## src/hw/rtl/gpf_pkg.sv

```systemverilog
// ----------------------------------------------------------------------------
// gpf_pkg
// Shared widths, register codes and stage records for the gravity pair core.
// ----------------------------------------------------------------------------
package gpf_pkg;

    localparam int DSQ_W  = 66;   // squared distance
    localparam int ROOT_W = 33;   // integer square root of it
    localparam int SREM_W = 35;   // square root partial remainder
    localparam int NUM_W  = 129;  // G*mA*mB*|s|
    localparam int DEN_W  = 100;  // D*d
    localparam int Q_W    = 48;   // quotient bits kept
    localparam int F_W    = 48;   // force field width

    localparam logic [F_W-1:0] FMAX     = 48'h7FFF_FFFF_FFFF;
    localparam logic [F_W-1:0] FMIN_MAG = 48'h8000_0000_0000;

    localparam logic [0:0] REG_GRAVITY  = 1'b0;
    localparam logic [0:0] REG_MIN_DIST = 1'b1;

    // one square root stage
    typedef struct packed {
        logic              valid;
        logic              applied;
        logic              sgn_x;
        logic              sgn_y;
        logic [NUM_W-1:0]  num_x;
        logic [NUM_W-1:0]  num_y;
        logic [DSQ_W-1:0]  dsq;
        logic [DSQ_W-1:0]  rad;
        logic [SREM_W-1:0] rem;
        logic [ROOT_W-1:0] root;
    } t_sq;

    // one divider stage, both components
    typedef struct packed {
        logic             valid;
        logic             applied;
        logic             sgn_x;
        logic             sgn_y;
        logic             big_x;
        logic             big_y;
        logic [DEN_W-1:0] den;
        logic [DEN_W-1:0] rem_x;
        logic [DEN_W-1:0] rem_y;
        logic [Q_W-1:0]   lo_x;
        logic [Q_W-1:0]   lo_y;
        logic [Q_W-1:0]   q_x;
        logic [Q_W-1:0]   q_y;
    } t_dv;

    // one result item
    typedef struct packed {
        logic signed [F_W-1:0] fax;
        logic signed [F_W-1:0] fay;
        logic signed [F_W-1:0] fbx;
        logic signed [F_W-1:0] fby;
        logic                  applied;
        logic                  saturated;
    } t_res;

endpackage

```

## src/hw/rtl/gpf_out_buf.sv

```systemverilog
// ----------------------------------------------------------------------------
// gpf_out_buf
// Two-entry result queue; its full flag holds the pipeline.
// ----------------------------------------------------------------------------
module gpf_out_buf (
    input  logic          i_clk,
    input  logic          i_rst_n,
    input  logic          i_push,
    input  gpf_pkg::t_res i_data,
    output logic          o_full,
    output logic          o_valid,
    input  logic          i_ready,
    output gpf_pkg::t_res o_data
);
    import gpf_pkg::*;

    t_res       r_slot [2];
    logic       r_wr;
    logic       r_rd;
    logic [1:0] r_count;
    logic       w_pop;

    assign o_valid = (r_count != 2'd0);
    assign o_full  = (r_count == 2'd2);
    assign w_pop   = o_valid & i_ready;
    assign o_data  = r_slot[r_rd];

    always_ff @(posedge i_clk) begin
        if (!i_rst_n) begin
            r_wr    <= 1'b0;
            r_rd    <= 1'b0;
            r_count <= 2'd0;
        end else begin
            if (i_push) begin
                r_wr <= ~r_wr;
            end
            if (w_pop) begin
                r_rd <= ~r_rd;
            end
            r_count <= r_count + 2'(i_push) - 2'(w_pop);
        end
    end

    always_ff @(posedge i_clk) begin
        if (i_push) begin
            r_slot[r_wr] <= i_data;
        end
    end

endmodule

```

## config.mk

```make
export PLATFORM = sky130hd
export DESIGN_NAME = gpf_out_buf
export DESIGN_NICKNAME = d
export VERILOG_FILES = /design/src/hw/rtl/gpf_pkg.sv /design/src/hw/rtl/gpf_out_buf.sv
export SDC_FILE = /design/constraint.sdc
export NUM_CORES = 1
export LEC_CHECK = 0
export BUFFER_PORTS_ARGS = -buffer_cell sky130_fd_sc_hd__buf_4
export CAP_MARGIN = 20
export CORE_MARGIN = 10
export CORE_UTILIZATION = 57
export DETAILED_ROUTE_END_ITERATION = 7
export GPL_TIMING_DRIVEN = 0
export HOLD_SLACK_MARGIN = 0.03
export PLACE_DENSITY = 0.94
export SLEW_MARGIN = 20
export SYNTH_ARGS = -nofsm -noshare
export SYNTH_HDL_FRONTEND = slang
export SYNTH_SLANG_ARGS = --single-unit
```

## constraint.sdc

```tcl
create_clock -name i_clk -period 30.3 [get_ports i_clk]
set_input_delay 3.03 -clock i_clk [delete_from_list [all_inputs] [get_ports i_clk]]
set_output_delay 3.03 -clock i_clk [all_outputs]
set_load 0.005 [all_outputs]
```

* After elaboration in Yosys (flattened, before gate mapping)
Memory sizes are Yosys's and may differ from the RTL's. A register that Yosys moved wholly into a read port is not among the register bits. Index checks and enable logic that the tools add are counted.
Operators by class: add/sub/neg operators 2, equality and inequality tests 1, muxes and demuxes 4, bitwise logic cells 3, reductions and logical operators 1
Operators with widths (count):
- $mux 1 | 4
- $add 2x1->2 | 1
- $eq 2x2->1 const B | 1
- $not 1->1 | 2
- $reduce_bool 2->1 | 1
- $sub 2x1->2 | 1
- $and 1x1->1 | 1
Storage, ports and cells: flip-flop bits (word level) 4, bits in writable memories 388, input port bits 198, output and inout bits 196, word-level logic and storage cells 15, memories 1
Memories:
- r_slot | words 2, bits a word 194, read ports 1, clocked after memory_dff 1, wr ports 1, RTL line gpf_out_buf.sv:17 | t_res r_slot [2];

* Depth between registers and ports, before layout
word-level depth 4, gate-level depth with buffers 6, gate-level depth less buffers 6

* Worst setup path before layout
No wires, ideal clock.
path type input -> register, start point input port i_push, end point register r_wr, data arrival time 12113 ps, path slack 18089 ps, cell stages on the path 2, buffers on the path 0, path through nor2b_1 -> o21a_1
RTL lines:
- start: declaration | RTL line gpf_out_buf.sv:8 | input logic i_push,
- end signal: assignment | RTL line gpf_out_buf.sv:35 | r_wr <= ~r_wr;
- end: declaration | RTL line gpf_out_buf.sv:18 | logic r_wr;

==> metrics.txt <==
pwr dens 71.71 mW/mm^2; Tmin final 4.882 ns; synthesized area per cell 23.78 sq um; clk slew on worst S/H paths 0.06 ns; Hold Crit Start r_rd; initial antenna violation count 1; io pins 394; worst-path cell chain buf_6 > buf_6 > buf_6 > mux2_4 > buf_4; most used cell, CP buf_6; WL/cell around 25 um; H-tree depth 2; R2R cell count 5; Post CTS Setup Buffer Count 0; Post-synth EDFFs 388; Worst Clk Skew 0.01459 ns; CP bufs+invs 4; CTS tree yes; synth unique cells 16; Synth area leader edfxtp_1; max_cap viols 0; root buf cell clkbuf_16; Post-Syn Nets 827; HP Class reg -> reg; Worst Setup End Kind output port; CP max stage cell mux2_4; ratio of cells with drive above 1 in the final layout 61.42%; cts repair resizes 0; Final Core Density between 70% and 80%; commonest cells in the netlist edfxtp_1, mux2_4, mux2_2, buf_6, dfxtp_1; GRT Total Usage 20.67%; num rows 59; WS Path Type reg -> out; synth top area cells edfxtp_1, mux2_4, mux2_2; Detail Placement HPWL between 20 and 30 mm; vias in the first global route 8298; Final ANT Viol Nets 0; wire length of the first global-routing pass 51.91 mm; Detailed Route Iter0 Violations 475; Hold Path Stages 2; gpl congestion 0.7408; Worst EP arrival 1.85 ns; final setup violating endpoints 0; Max Fclk 0.2048 GHz; die width 181.7 um; crit-path max FO 10; area grow syn2layout 32.18%; asr flop ratio synth 0%; Die Y-Extent 181.7 um; Leak 7.742 nW; Slew Limit Fails 0; synth warn 0; reg2reg start r_wr; global route overflow 0; RSZ-0062 raised after global routing false; count leader, synth edfxtp_1; largest net degree at the start of global routing 56; buffer depth of the longest clock path 3; insertion delay to the later sink of the worst-skew pair 0.51 ns; post-synthesis sequential area ratio approximately four fifths; Synth top area share between 70% and 80%; Fill cells 1377; CP required roughly 27 ns; Port Buf Inserts 393; cell family with most CP delay buffers and inverters; Final Cell Area 0.01971 sq mm; DRC 0; initial core utilization 57.54%; Die ar. 0.03303 sq mm; final wirelength 35.59 mm; Critical Path Max Stage Delay 0.33 ns; via count ~7600; DRT Pass-1 Iters 4; clk sinks 393; cell count along the critical path 5; Setup TNS Final 0 ns; total core area 0.02591 sq mm; Mapped Cells 627; number of synthesized register bits 393; startpoint types register; Post-CTS Hold Buffers 0; Most used DFF post-synth edfxtp_1; DP Area about 0.019 sq mm; status completed; final hold vios 0; VDD IR max 0.06152 mV; Worst Tran Pin Value about 0.7 ns; drt via density between 5 and 6; Num CTS Buffers 39; Worst slew margin 52.43%; Net count, final 1271; final worst-path cycle share around 16%; Netlist Area Pre-Place 0.01491 sq mm
## sequential cells by signal, indices dropped and copies added, names as in the netlist, named ones only
register,count
r_count,2
r_slot,388
r_rd,1
r_wr,1
## metal layers
metal | GRT usage, % | wire (um) | up-vias | share of wire [%]
li1 | - | - | 3388 | -
met1 | 21.33 | 11970 | 3797 | 34
met4 | 8.656 | 1331 | 0 | 3.7
met3 | 7.296 | 3048 | 81 | 8.6
met2 | 37.18 | 19240 | 346 | 54
met5 | 0 | 0 | - | 0
## power by group
group          leakage, nW  total, mW  internal (mW)  switching, mW
Sequential            3.68      0.639          0.630        0.00894
Clock                0.590      0.445          0.259          0.186
Combinational         3.47      0.329          0.195          0.134
Total                 7.74       1.41           1.08          0.329
## cells in the final DEF, fill, tap and decap left out
cell,n
nor2b_1,3
o21a_1,2
clkbuf_16,41
diode_2,1
buf_4,393
mux2_2,34
and2_4,1
clkbuf_1,9
clkinv_2,6
mux2i_1,2
clkinv_1,7
edfxtp_1,388
clkbuf_8,5
ha_1,2
buf_12,7
inv_1,2
and2_1,1
nand2b_1,1
nor2b_4,1
clkinv_4,1
buf_6,19
mux2_4,160
nand2_1,1
dfxtp_1,5
buf_2,3
buf_16,3
or2_2,1
xnor3_1,1
## kinds of logic after synthesis
family / after synthesis / share of synthesized area (%)
xor+xnor: 1 / 0.1510
fa+ha+maj: 2 / 0.1678
mux: 196 / 18.82
flops: 393 / 78.82
simple gates: 9 / 0.3608
compound gates: 2 / 0.1007
buf+inv: 24 / 1.586
## stage by stage
| stage | hold WS [ns] | power, mW | std cells | setup slack, ns |
|---|---|---|---|---|
| 3_3_place_gp | 0.4611 | 0.9757 | 1355 | 13.48 |
| 6_report | 0.4939 | 1.413 | 1435 | 25.42 |
| 5_1_grt | 0.5135 | 1.462 | 1435 | 25.35 |
| 2_1_floorplan | 0.4516 | 0.8308 | 627 | 18.09 |
| 3_5_place_dp | 0.4871 | 0.9807 | 1365 | 25.27 |
| 4_1_cts | 0.4943 | 1.427 | 1434 | 25.38 |
## worst register-to-register path, cell delays in order, from the launching register on
cell     delay [ns]
dfxtp_1        0.35
nor2b_4        0.59
buf_12         0.28
buf_12         0.23
buf_12         0.22
buf_12         0.23
## final timing paths
| check | endpoint | slack (ns) |
|---|---|---|
| worst max-delay path | o_data[62] | 25.42 |
| worst min-delay path | r_rd | 0.49 |
| worst max register to register | r_slot[0][40] | 28.08 |
| worst min register to register | r_rd | 0.49 |
## final cells by class
type	count	area (sq um)	area share, %
multi-input cells	210	2932	14.88
repair buffers	403	3173	16.10
flip-flops and latches	393	11750	59.63
clock inverters	14	65.06	0.3301
clock buffers	55	1129	5.727
diodes	1	2.502	0.01270
well taps	335	419.2	2.127
plain buffers	22	229.0	1.162
inverters	2	7.507	0.03809
Power figures use the tool's default switching activity.
