File: src/hw/rtl/gpf_pkg.sv
// ----------------------------------------------------------------------------
// gpf_pkg
// Shared widths, register codes and stage records for the gravity pair core.
// ----------------------------------------------------------------------------
package gpf_pkg;

    localparam int DSQ_W  = 66;   // squared distance
    localparam int ROOT_W = 33;   // integer square root of it
    localparam int SREM_W = 35;   // square root partial remainder
    localparam int NUM_W  = 129;  // G*mA*mB*|s|
    localparam int DEN_W  = 100;  // D*d
    localparam int Q_W    = 48;   // quotient bits kept
    localparam int F_W    = 48;   // force field width

    localparam logic [F_W-1:0] FMAX     = 48'h7FFF_FFFF_FFFF;
    localparam logic [F_W-1:0] FMIN_MAG = 48'h8000_0000_0000;

    localparam logic [0:0] REG_GRAVITY  = 1'b0;
    localparam logic [0:0] REG_MIN_DIST = 1'b1;

    // one square root stage
    typedef struct packed {
        logic              valid;
        logic              applied;
        logic              sgn_x;
        logic              sgn_y;
        logic [NUM_W-1:0]  num_x;
        logic [NUM_W-1:0]  num_y;
        logic [DSQ_W-1:0]  dsq;
        logic [DSQ_W-1:0]  rad;
        logic [SREM_W-1:0] rem;
        logic [ROOT_W-1:0] root;
    } t_sq;

    // one divider stage, both components
    typedef struct packed {
        logic             valid;
        logic             applied;
        logic             sgn_x;
        logic             sgn_y;
        logic             big_x;
        logic             big_y;
        logic [DEN_W-1:0] den;
        logic [DEN_W-1:0] rem_x;
        logic [DEN_W-1:0] rem_y;
        logic [Q_W-1:0]   lo_x;
        logic [Q_W-1:0]   lo_y;
        logic [Q_W-1:0]   q_x;
        logic [Q_W-1:0]   q_y;
    } t_dv;

    // one result item
    typedef struct packed {
        logic signed [F_W-1:0] fax;
        logic signed [F_W-1:0] fay;
        logic signed [F_W-1:0] fbx;
        logic signed [F_W-1:0] fby;
        logic                  applied;
        logic                  saturated;
    } t_res;

endpackage

File: src/hw/rtl/gpf_div_step.sv
// ----------------------------------------------------------------------------
// gpf_div_step
// One registered restoring division step for the x and y force quotients.
// ----------------------------------------------------------------------------
module gpf_div_step (
    input  logic         i_clk,
    input  logic         i_rst_n,
    input  logic         i_en,
    input  gpf_pkg::t_dv i_stg,
    output gpf_pkg::t_dv o_stg
);
    import gpf_pkg::*;

    t_dv            n_stg;
    t_dv            r_stg;
    logic [DEN_W:0] w_tx;
    logic [DEN_W:0] w_ty;
    logic [DEN_W:0] w_den;

    always_comb begin
        n_stg = i_stg;
        w_den = {1'b0, i_stg.den};
        w_tx  = {i_stg.rem_x, i_stg.lo_x[Q_W-1]};
        w_ty  = {i_stg.rem_y, i_stg.lo_y[Q_W-1]};
        n_stg.lo_x = i_stg.lo_x << 1;
        n_stg.lo_y = i_stg.lo_y << 1;
        if (w_tx >= w_den) begin
            n_stg.rem_x = DEN_W'(w_tx - w_den);
            n_stg.q_x   = {i_stg.q_x[Q_W-2:0], 1'b1};
        end else begin
            n_stg.rem_x = w_tx[DEN_W-1:0];
            n_stg.q_x   = {i_stg.q_x[Q_W-2:0], 1'b0};
        end
        if (w_ty >= w_den) begin
            n_stg.rem_y = DEN_W'(w_ty - w_den);
            n_stg.q_y   = {i_stg.q_y[Q_W-2:0], 1'b1};
        end else begin
            n_stg.rem_y = w_ty[DEN_W-1:0];
            n_stg.q_y   = {i_stg.q_y[Q_W-2:0], 1'b0};
        end
    end

    always_ff @(posedge i_clk) begin
        if (!i_rst_n) begin
            r_stg.valid <= 1'b0;
        end else if (i_en) begin
            r_stg <= n_stg;
        end
    end

    assign o_stg = r_stg;

endmodule

File: config.mk
export PLATFORM = sky130hd
export DESIGN_NAME = gpf_div_step
export DESIGN_NICKNAME = d
export VERILOG_FILES = /design/src/hw/rtl/gpf_pkg.sv /design/src/hw/rtl/gpf_div_step.sv
export SDC_FILE = /design/constraint.sdc
export NUM_CORES = 1
export LEC_CHECK = 0
export BUFFER_PORTS_ARGS = -buffer_cell sky130_fd_sc_hd__buf_2
export CORE_AREA = 2 2 386 388
export CTS_BUF_LIST = sky130_fd_sc_hd__clkbuf_8
export DETAILED_ROUTE_END_ITERATION = 7
export DIE_AREA = 0 0 388 390
export GPL_TIMING_DRIVEN = 0
export RECOVER_POWER = 100
export SYNTH_ARGS = -nofsm -noshare
export SYNTH_HDL_FRONTEND = slang
export SYNTH_SLANG_ARGS = --single-unit
File: constraint.sdc
create_clock -name i_clk -period 34.7 [get_ports i_clk]
set_clock_uncertainty 0.15 [all_clocks]
set_input_delay 6.94 -clock i_clk [delete_from_list [all_inputs] [get_ports i_clk]]
set_output_delay 6.94 -clock i_clk [all_outputs]
set_load 0.02 [all_outputs]
# Word level (Yosys, flattened, before mapping)
# Index checks and enable logic that the tools add are counted.
[word_totals]
regBits = 496
latch_bits = 0
mem_bits_rw = 0
romBits = 0
n_memories = 0
[classes]
add_sub_neg = 2
mul = 0
div = 0
magnitude_cmp = 2
n_eq_ne = 0
shifts = 0
n_mux = 4
bitwise = 0
n_reduce_logical = 1
[ops]
columns = ["cell", "n"]
rows = [
  ["$ge A101 B100 Y1", 2],
  ["$mux W100", 2],
  ["$sub A100 B100 Y100", 2],
  ["$mux W1", 2],
  ["$reduce_and A2 Y1", 1],
]

# Logic depth before layout (Yosys ltp)
[depth]
word_depth = 2
mapped_depth = 18
mapped_depth_nobuf = 15

# Worst setup path before layout
# Ideal clock, no wire load.
[synth_timing]
path_type = "input to register"
startpoint = "input port i_en"
endpoint = "register r_stg (netlist bit o_stg[0]), enable pin"
setup_ns = 0.921
arrival_ns = 18.052
required_time_ns = 33.629
slack_ns = 15.576
stages = 1
cell_sequence = "and2_1"
[synth_via]
elab_chain_len = 1
[synth_rtl]
columns = ["item", "line_no", "text"]
rows = [
  ["start: declaration", "gpf_div_step.sv:8", "input logic i_en,"],
  ["$reduce_and A2 Y1 (no line)", "-", ""],
  ["end signal: assignment", "gpf_div_step.sv:47", "r_stg <= n_stg;"],
  ["end: declaration", "gpf_div_step.sv:15", "t_dv r_stg;"],
]
# Every way passes these cells.
# A chain may end at the register's enable or synchronous reset.

# Final worst setup path
[layout_timing]
startpoint = "input port i_en"
endpoint = "register r_stg (netlist bit o_stg[169]), enable pin"
# The elaborated chain is that of the path after synthesis.

==> reports/qor.yml <==
cells_and_area:
  final_common_cell: "clkbuf_1"
  layout.nets: 4820
  syn_to_final_growth_pct: 28.80
  fin_cells: 6153
  layout_common_cells: "clkbuf_1, edfxtp_1, buf_2"
  drive_gt1_share_pct: 15.46
  fin_area_mm2: 0.03922
  largest_register_ff_count: 496
synth:
  synth_cells: 3012
  yosysTopAreaCell: "edfxtp_1"
  synth.top_cell.area_share_pct: 48.81
  synthesis.area_mm2: 0.03045
  synthArstFlopShare_pct: 0
  synth_area_leaders: "edfxtp_1, ha_1, a21oi_1"
  synth_flop_cell: "edfxtp_1"
  synth_cell_types: 89
  synth_edf_count: 495
  syn_area_per_cell_um2: 10.11
  ys_warn_count: 0
  ys_ff_latch: 496
  ys_seq_area_share_pct: 48.88
timing:
  fin_setup_tns_ps: 0
  drv_slew: 555
  timing.final.crit_period_ps: 16330
  tightestPinTransition_ps: 3798
  period_share_pct: 47.05
  clock.fmax_mhz: 61.25
  finalSetupViolCount: 0
  layout_setup_ws_ps: 18370
  finalHoldViolCount: 0
  grt_setup_unrepaired: "no"
  slew_headroom_pct: -153.2
routing:
  wl_um: 164600
  first_pass_iters: 6
  wl_per_cell_um: 26.75
  drt-initial-drc-count: 2277
  via_per_inst: 4.728
  drc: 0
  via_count: 29090
  ant_nets: 0
global_route:
  antenna_found_initial: 98
  grt_first_pass_wirelength_um: 219900
  grt_max_degree: 65
  grt_pass1_vias: 27899
  overflow: 0
  grt.total_usage_pct: 20.74
job:
  max_cap_viol_count: 13
setup_path:
  crit_chain: "clkbuf_1 -> and2_0 -> clkbuf_1 -> clkbuf_1 -> clkbuf_1"
  worstPathMaxFanout: 61
  crit_type: "primary input to register"
  cp.required_ps: 34920
  cp_slowest_cell: "clkbuf_1"
  arrival_ps: 16550
  slowest_delay_ps: 2580
  cp_common_cell: "clkbuf_1"
  cp-start-kind: "primary input"
  crit_path_end_kind: "register"
cts:
  cts_inserted_buffers: 97
  tritoncts: "built"
  cts_sinks: 496
  clock_path_buffers: 3
  postCtsSetupRepairBufs: 0
  hold_buffers: 0
  clock_latency_ps: 810
  cts-root-buf: "clkbuf_8"
  clkTransAtPathRegs_ps: 60
  cts.repair.resized: 0
  htreeDepth: 3
placed_design:
  place_area_mm2: 0.03810
  place_hpwl_um: 139400
  place_inst: 5948
  pre_cts_slack_ps: 21450
  portBuffers: 994
  gp_congestion: 0.9266
floorplan:
  row_count: 141
  core-area_mm2: 0.1471
  start_util_pct: 20.70
  io_pins: 999
  die_width_um: 388
  dieArea_mm2: 0.1513
  fp.dieH_um: 390
power:
  power.leakage_nw: 15.06
  irDropWorstVdd_mv: 0.02651
  report.power.total_w: 0.001939
  power.density_mw_per_mm2: 49.43
outcome:
  status: "complete, but fails checks"
  violations: "max-capacitance violations, max-slew violations"
min_path:
  hp-class: "register to register"
layout make-up:
cell class,count,area (um2)
Antenna cell,26,65.06
Buffer,146,674.4
Clock buffer,97,1335
Clock inverter,82,742.0
Fill cell,16230,107900
Inverter,176,660.6
Multi-Input combinational cell,2195,14140
Sequential cell,496,14880
Tap cell,1930,2415
Timing Repair Buffer,1005,4300
per-layer routing:
metal,vias up,wire (um),global-route usage (%)
met5,-,480,0
met3,305,14710,6.603
met1,14013,62690,23.62
met4,76,5985,7.237
met2,1303,80750,36.37
li1,13393,-,-
kinds of logic (layout without fill, tap and decap cells):
group	count (synthesis)	count (layout)	share of synthesized area [%]
compound gates	949	949	19.16
simple gates	829	829	12.64
flops	496	496	48.88
buf+inv	322	1506	4.651
fa+ha+maj	202	202	8.349
xor+xnor	190	190	5.465
mux	23	23	0.8464
other cells	1	28	0.01231
per-stage QoR:
stage	hold slack, ps	util (%)
3_5_place_dp	374.2	25.89
5_1_grt	450.4	26.63
4_1_cts	393.3	27.30
6_report	392.9	26.66
2_1_floorplan	439.3	-
3_3_place_gp	349.3	25.72
path summary, 6_finish.rpt:
check                  start    endpoint  slack [ps]  cells after the start
setup / recovery        i_en  o_stg[169]       18370                      5
hold / removal    o_stg[497]  o_stg[497]         390                      2
setup reg to reg  o_stg[497]  o_stg[497]       33950                      2
hold reg to reg   o_stg[497]  o_stg[497]         390                      2
cell usage after synthesis, drive strengths merged, types with 3 or more instances:
library cell  count
edfxtp          495
a21oi           364
nand2           308
o21ai           251
nor2            216
ha              200
inv             176
xnor2           112
nand4            97
a21o             94
clkbuf           85
xor2             78
buf              61
o21bai           56
nor3             35
nand3            32
o21a             32
a31oi            26
mux2             22
nand2b           22
and3             21
nor2b            19
a221oi           17
o211ai           17
or2              17
nor4             16
o31ai            16
or3              15
a211oi           13
and2             12
a21boi           11
o221ai            9
a2111oi           8
o31a              6
or4               5
a211o             4
a41oi             4
and4              4
o2111ai           3
o22ai             3
where the power goes:
part	leakage (nW)	internal (W)	switching, W
registers	4.65	0.000730	0.0000172
clock network	1.12	0.000362	0.000296
logic	9.29	0.000161	0.000373
worst max-delay path, delay by kind of cell:
| family | cells | cell delay [ps] |
|---|---|---|
| AND/OR/NAND/NOR | 1 | 1970 |
| buffers and inverters | 4 | 7400 |
(Power assumes the default switching activity.)
