## config.mk

```make
export PLATFORM = sky130hd
export DESIGN_NAME = gpf_sqrt_step
export DESIGN_NICKNAME = d
export VERILOG_FILES = /design/src/hw/rtl/gpf_pkg.sv /design/src/hw/rtl/gpf_sqrt_step.sv
export SDC_FILE = /design/constraint.sdc
export NUM_CORES = 1
export LEC_CHECK = 0
export ABC_AREA = 1
export ABC_CLOCK_PERIOD_IN_PS = 16610
export BUFFER_PORTS_ARGS = -buffer_cell sky130_fd_sc_hd__buf_4
export CAP_MARGIN = 20
export CORE_AREA = 4 4 361 363
export DETAILED_ROUTE_END_ITERATION = 16
export DIE_AREA = 0 0 365 367
export GPL_TIMING_DRIVEN = 0
export HOLD_SLACK_MARGIN = 0.15
export PLACE_DENSITY = 0.42
export SLEW_MARGIN = 20
export SYNTH_ARGS = -nofsm -noshare
export SYNTH_HDL_FRONTEND = slang
export SYNTH_SLANG_ARGS = --single-unit
```

## constraint.sdc

```tcl
create_clock -name i_clk -period 16.61 [get_ports i_clk]
set_input_delay 3.322 -clock i_clk [delete_from_list [all_inputs] [get_ports i_clk]]
set_output_delay 3.322 -clock i_clk [all_outputs]
set_load 0.1 [all_outputs]
```

## src/hw/rtl/gpf_pkg.sv

```systemverilog
// ----------------------------------------------------------------------------
// gpf_pkg
// Shared widths, register codes and stage records for the gravity pair core.
// ----------------------------------------------------------------------------
package gpf_pkg;

    localparam int DSQ_W  = 66;   // squared distance
    localparam int ROOT_W = 33;   // integer square root of it
    localparam int SREM_W = 35;   // square root partial remainder
    localparam int NUM_W  = 129;  // G*mA*mB*|s|
    localparam int DEN_W  = 100;  // D*d
    localparam int Q_W    = 48;   // quotient bits kept
    localparam int F_W    = 48;   // force field width

    localparam logic [F_W-1:0] FMAX     = 48'h7FFF_FFFF_FFFF;
    localparam logic [F_W-1:0] FMIN_MAG = 48'h8000_0000_0000;

    localparam logic [0:0] REG_GRAVITY  = 1'b0;
    localparam logic [0:0] REG_MIN_DIST = 1'b1;

    // one square root stage
    typedef struct packed {
        logic              valid;
        logic              applied;
        logic              sgn_x;
        logic              sgn_y;
        logic [NUM_W-1:0]  num_x;
        logic [NUM_W-1:0]  num_y;
        logic [DSQ_W-1:0]  dsq;
        logic [DSQ_W-1:0]  rad;
        logic [SREM_W-1:0] rem;
        logic [ROOT_W-1:0] root;
    } t_sq;

    // one divider stage, both components
    typedef struct packed {
        logic             valid;
        logic             applied;
        logic             sgn_x;
        logic             sgn_y;
        logic             big_x;
        logic             big_y;
        logic [DEN_W-1:0] den;
        logic [DEN_W-1:0] rem_x;
        logic [DEN_W-1:0] rem_y;
        logic [Q_W-1:0]   lo_x;
        logic [Q_W-1:0]   lo_y;
        logic [Q_W-1:0]   q_x;
        logic [Q_W-1:0]   q_y;
    } t_dv;

    // one result item
    typedef struct packed {
        logic signed [F_W-1:0] fax;
        logic signed [F_W-1:0] fay;
        logic signed [F_W-1:0] fbx;
        logic signed [F_W-1:0] fby;
        logic                  applied;
        logic                  saturated;
    } t_res;

endpackage

```

## src/hw/rtl/gpf_sqrt_step.sv

```systemverilog
// ----------------------------------------------------------------------------
// gpf_sqrt_step
// One registered digit of the integer square root: two radicand bits in,
// one root bit out.
// ----------------------------------------------------------------------------
module gpf_sqrt_step (
    input  logic         i_clk,
    input  logic         i_rst_n,
    input  logic         i_en,
    input  gpf_pkg::t_sq i_stg,
    output gpf_pkg::t_sq o_stg
);
    import gpf_pkg::*;

    t_sq               n_stg;
    t_sq               r_stg;
    logic [SREM_W+1:0] w_acc;
    logic [SREM_W+1:0] w_trial;

    always_comb begin
        n_stg   = i_stg;
        w_acc   = {i_stg.rem, i_stg.rad[DSQ_W-1 -: 2]};
        w_trial = {2'b00, i_stg.root, 2'b01};
        n_stg.rad = i_stg.rad << 2;
        if (w_acc >= w_trial) begin
            n_stg.rem  = SREM_W'(w_acc - w_trial);
            n_stg.root = {i_stg.root[ROOT_W-2:0], 1'b1};
        end else begin
            n_stg.rem  = w_acc[SREM_W-1:0];
            n_stg.root = {i_stg.root[ROOT_W-2:0], 1'b0};
        end
    end

    always_ff @(posedge i_clk) begin
        if (!i_rst_n) begin
            r_stg.valid <= 1'b0;
        end else if (i_en) begin
            r_stg <= n_stg;
        end
    end

    assign o_stg = r_stg;

endmodule

```

* After elaboration in Yosys (flattened, before gate mapping)
Cells that the tools add are included.
** Cells by class
- Reductions and logical operators :: 1
- Mux-type cells :: 1
- $lt $le $gt $ge :: 1
- Add/sub/neg operators :: 1
** Operator list (number)
- 2-to-1 mux 68 bit :: 1
- >= comparator 37 x 35 -> 1 bit :: 1
- subtractor 35 bit :: 1
- AND reduction 2 bit :: 1
** Storage, ports and cells
- Bits of input ports :: 465
- Output and inout bits :: 462
- Bits in registers :: 460

* Logic depth before layout (Yosys ltp)
- Depth after elaboration :: 2
- Gate-level depth with buffers :: 16
- Depth with buffers taken out :: 15

* Least setup slack after synthesis
Ideal clock, no wire load.
- Path type :: input to register
- Start point :: input port i_rst_n
- End point :: register r_stg (netlist bit o_stg[0]) (enable)
- Arrival time :: 12136 ps
- Setup time :: 806 ps
- Stages :: 2
- Required time :: 15804 ps
- Setup slack :: 3668 ps
- Path buffers :: 0
- Cells stage by stage :: nand2_1 > inv_1
** On the way
- Cells in the longest elaborated chain, start to end :: 1
** Ends and longest elaborated chain
- from (decl) :: RTL line gpf_sqrt_step.sv:8 : input logic i_rst_n,
- AND reduction 2 bit (no source line)
- to (signal assigned) :: RTL line gpf_sqrt_step.sv:38 : r_stg <= n_stg;
- to (decl) :: RTL line gpf_sqrt_step.sv:16 : t_sq r_stg;
No other way between the ends.
A chain may end at the register's enable or synchronous reset.

==> results.yml <==
run_status:
  run_status: "complete, no violations"
setup_path:
  worst_r2r_endpoint: "o_stg[461]"
  setup.worst_path.start_class: "input port"
  timing.setup.critical_path_class: "in -> reg"
  worstRegToRegCells: 2
  setup.reg_to_reg.worst_slack_ns: 15.91
  timing.critical_path.arrival_ns: 5.49
  worstSetupEndpointType: "register"
  crit-reg2reg-launch: "o_stg[461]"
  critPathMaxFanout: 10
  crit_required_ns: 16.99
  worst_setup_path_startpoint: "i_stg[10]"
timing:
  timing_worst_slew_pin_value_ns: 0.610
  hold_violations: 0
  final.min_clock_period_ns: 5.11
  rel_slew_slack: 0.594
  maxSlewViolCount: 0
  finalHoldWorstSlack_ns: 0.604
  grt_setup_unrepaired: "false"
  maximum_clock_skew_at_final_layout_ns: 0
  part_of_the_cycle_the_worst_path_needs: 0.308
  max_freq_mhz: 196
  finalSetupViolCount: 0
detailed_routing:
  average_via_count_per_standard_cell: 3.39
  drt_first_pass_iters: 5
  vias: 13100
  ant_nets_after_route: 0
  dr.first_iter.drc_count: 719
  wire_length_per_cell_after_detailed_routing_um: 24.5
  detail_route.wirelength_mm: 94.3
  drt_drc_violations_left: 0
logic_synthesis:
  synthesis.instances: 1140
  yosysSeqAreaShare: 0.793
  synth_top_cells_by_area: "sky130_fd_sc_hd__edfxtp_1, sky130_fd_sc_hd__nand2_1, sky130_fd_sc_hd__inv_1"
  ys_ff_latch: 460
  netlist.area_leader.share: 0.792
  postSynth.asyncResetShare: 0
  yosys.cell_count.top_type: "sky130_fd_sc_hd__edfxtp_1"
  commonest_cells_in_the_netlist: "sky130_fd_sc_hd__edfxtp_1, sky130_fd_sc_hd__nand2_1, sky130_fd_sc_hd__inv_1"
  post_synth_edffs: 459
  synth.avg_cell_area_um2: 15.3
  synthMuxAreaShare: 0
  synth_area_um2: 17400
  combinational_family_with_the_most_area_after_synthesis: "simple AND/OR/NAND/NOR gates"
  synth_xor_xnor_area_share: 0.00856
  compound_cell_area_share_of_the_yosys_netlist: 0.0140
  yosysUniqueCellTypes: 35
  synth_flop_cell: "sky130_fd_sc_hd__edfxtp_1"
  synth_top_cell_by_area: "sky130_fd_sc_hd__edfxtp_1"
  yosys.area_share.adder: 0.0252
  synth_simple_gate_area_share: 0.123
  synth-warning-count: 0
die:
  floorplan.rows: 131
  fp.dieArea_um2: 134000
  num_io_pins: 927
  die_height_um: 367
  core_area_um2: 127000
  starting_utilization_of_the_core_area: 0.137
  floorplan.die.width_um: 365
hold_path:
  hold-path-cell-count: 2
  holdPathEnd: "o_stg[461]"
  hold_path_class: "reg -> reg"
  hold_start: "o_stg[461]"
clocking:
  postCtsSetupBuffers: 0
  htree_num_levels: 2
  clock_tree.root_cell: "sky130_fd_sc_hd__clkbuf_16"
  cts-resized-gates: 0
  tritoncts: "done"
  clkLatencyLatePin_ns: 0.66
  cts_max_path_buffers: 3
  cts-hold-fix-buffers: 0
  cts_sinks: 460
  clkTransAtPathRegs_ns: 0.07
  tritoncts.num_buffers: 60
finish:
  largest_reg_flops: 460
  nFillCells: 13700
  combined_area_of_the_multi_input_logic_cells_um2: 2970
  final_util: 0.225
  flow.area_growth_from_synthesis_pct: 64.5
  drive_above_1_share: 0.508
  sequential_cell_area_um2: 13800
  layout.cells.non_filler: 3855
  final_nets: 2632
flow_run:
  max_cap_violations: 0
power_and_ir_drop:
  power.leakage_nw: 12.0
  max-vdd-ir-drop_mv: 0.0772
  power.density_cell_area_nw_per_um2: 130
  fin_total_pwr_mw: 3.73
global_routing:
  number_of_global_route_vias_before_repair: 13300
  globalRouteTotalUtil: 0.133
  grt_start_max_net_pins: 93
  global_route_wire_length_before_repair_mm: 121
  global_route.overflow_total: 0
  antenna_violations_before_repair: 36
placed_design:
  port_buffers: 924
  globalplace.congestion: 0.852
  detailedPlacementHpwl_mm: 79.1
  dpl.cell_count: 3732
-- stage by stage --
stage | setup WS (ns) | instance area [µm²] | setup TNS [ns]
finish | 11.50 | 28600 | 0
global route | 11.43 | 28600 | 0
CTS | 11.54 | 28600 | 0
detailed placement | 10.81 | 26600 | 0
global placement | -2.01 | 26400 | -863.78
floorplan | 3.67 | 17400 | 0
-- layout by cell type, fill, tap and decap left out, drive strengths merged, types with 8 or more instances in the layout --
master / n
nor2: 63
xor2: 16
buf: 941
a21oi: 26
diode: 12
bufinv: 8
nand3: 80
clkbuf: 71
ha: 35
edfxtp: 459
nand2: 271
inv: 131
nand3b: 10
clkinv: 29
-- how the worst max path moves through the flow --
stage	slack [ns]	end
after floorplan	3.67	o_stg[0]
after global placement	-2.01	o_stg[440]
after detailed placement	10.81	o_stg[61]
after CTS	11.54	o_stg[61]
after global routing	11.43	o_stg[61]
final	11.50	o_stg[58]
-- critical path, cell delays in order --
cell                      delay [ns]
sky130_fd_sc_hd__buf_4          0.16
sky130_fd_sc_hd__inv_1          0.10
sky130_fd_sc_hd__ha_1           0.36
sky130_fd_sc_hd__nand2_1        0.18
sky130_fd_sc_hd__inv_1          0.06
sky130_fd_sc_hd__a21oi_1        0.27
sky130_fd_sc_hd__nand2_1        0.12
sky130_fd_sc_hd__nand2_1        0.07
sky130_fd_sc_hd__nand2_1        0.04
sky130_fd_sc_hd__nand2_1        0.11
sky130_fd_sc_hd__nand4_4        0.24
sky130_fd_sc_hd__buf_8          0.25
sky130_fd_sc_hd__nand3_2        0.10
sky130_fd_sc_hd__nand2_1        0.08
-- report_power, final --
group	total, mW	internal (mW)	switching (mW)
clock	1.35	0.796	0.549
sequential	1.40	1.37	0.0239
combinational	0.988	0.211	0.777
total	3.73	2.38	1.35
-- layer usage --
metal,wire length [µm],GRT usage
met4,1860,0.0295
met2,48600,0.243
met1,32200,0.133
met5,202,0
met3,11500,0.0715
-- layout make-up --
cell class                      instances  area share
Clock buffer                           70      0.0545
Timing Repair Buffer                  929       0.247
Buffer                                 13     0.00477
Inverter                              131      0.0174
Multi-Input combinational cell        537       0.104
Clock inverter                         41      0.0161
Sequential cell                       460       0.482
Antenna cell                           12     0.00105
Tap cell                             1662      0.0727
-- kinds of logic after synthesis --
logic type      after synthesis
simple gates                441
flops                       460
fa+ha+maj                    35
other cells                   1
xor+xnor                     17
compound gates               42
buf+inv                     144
Power figures use the tool's default switching activity.
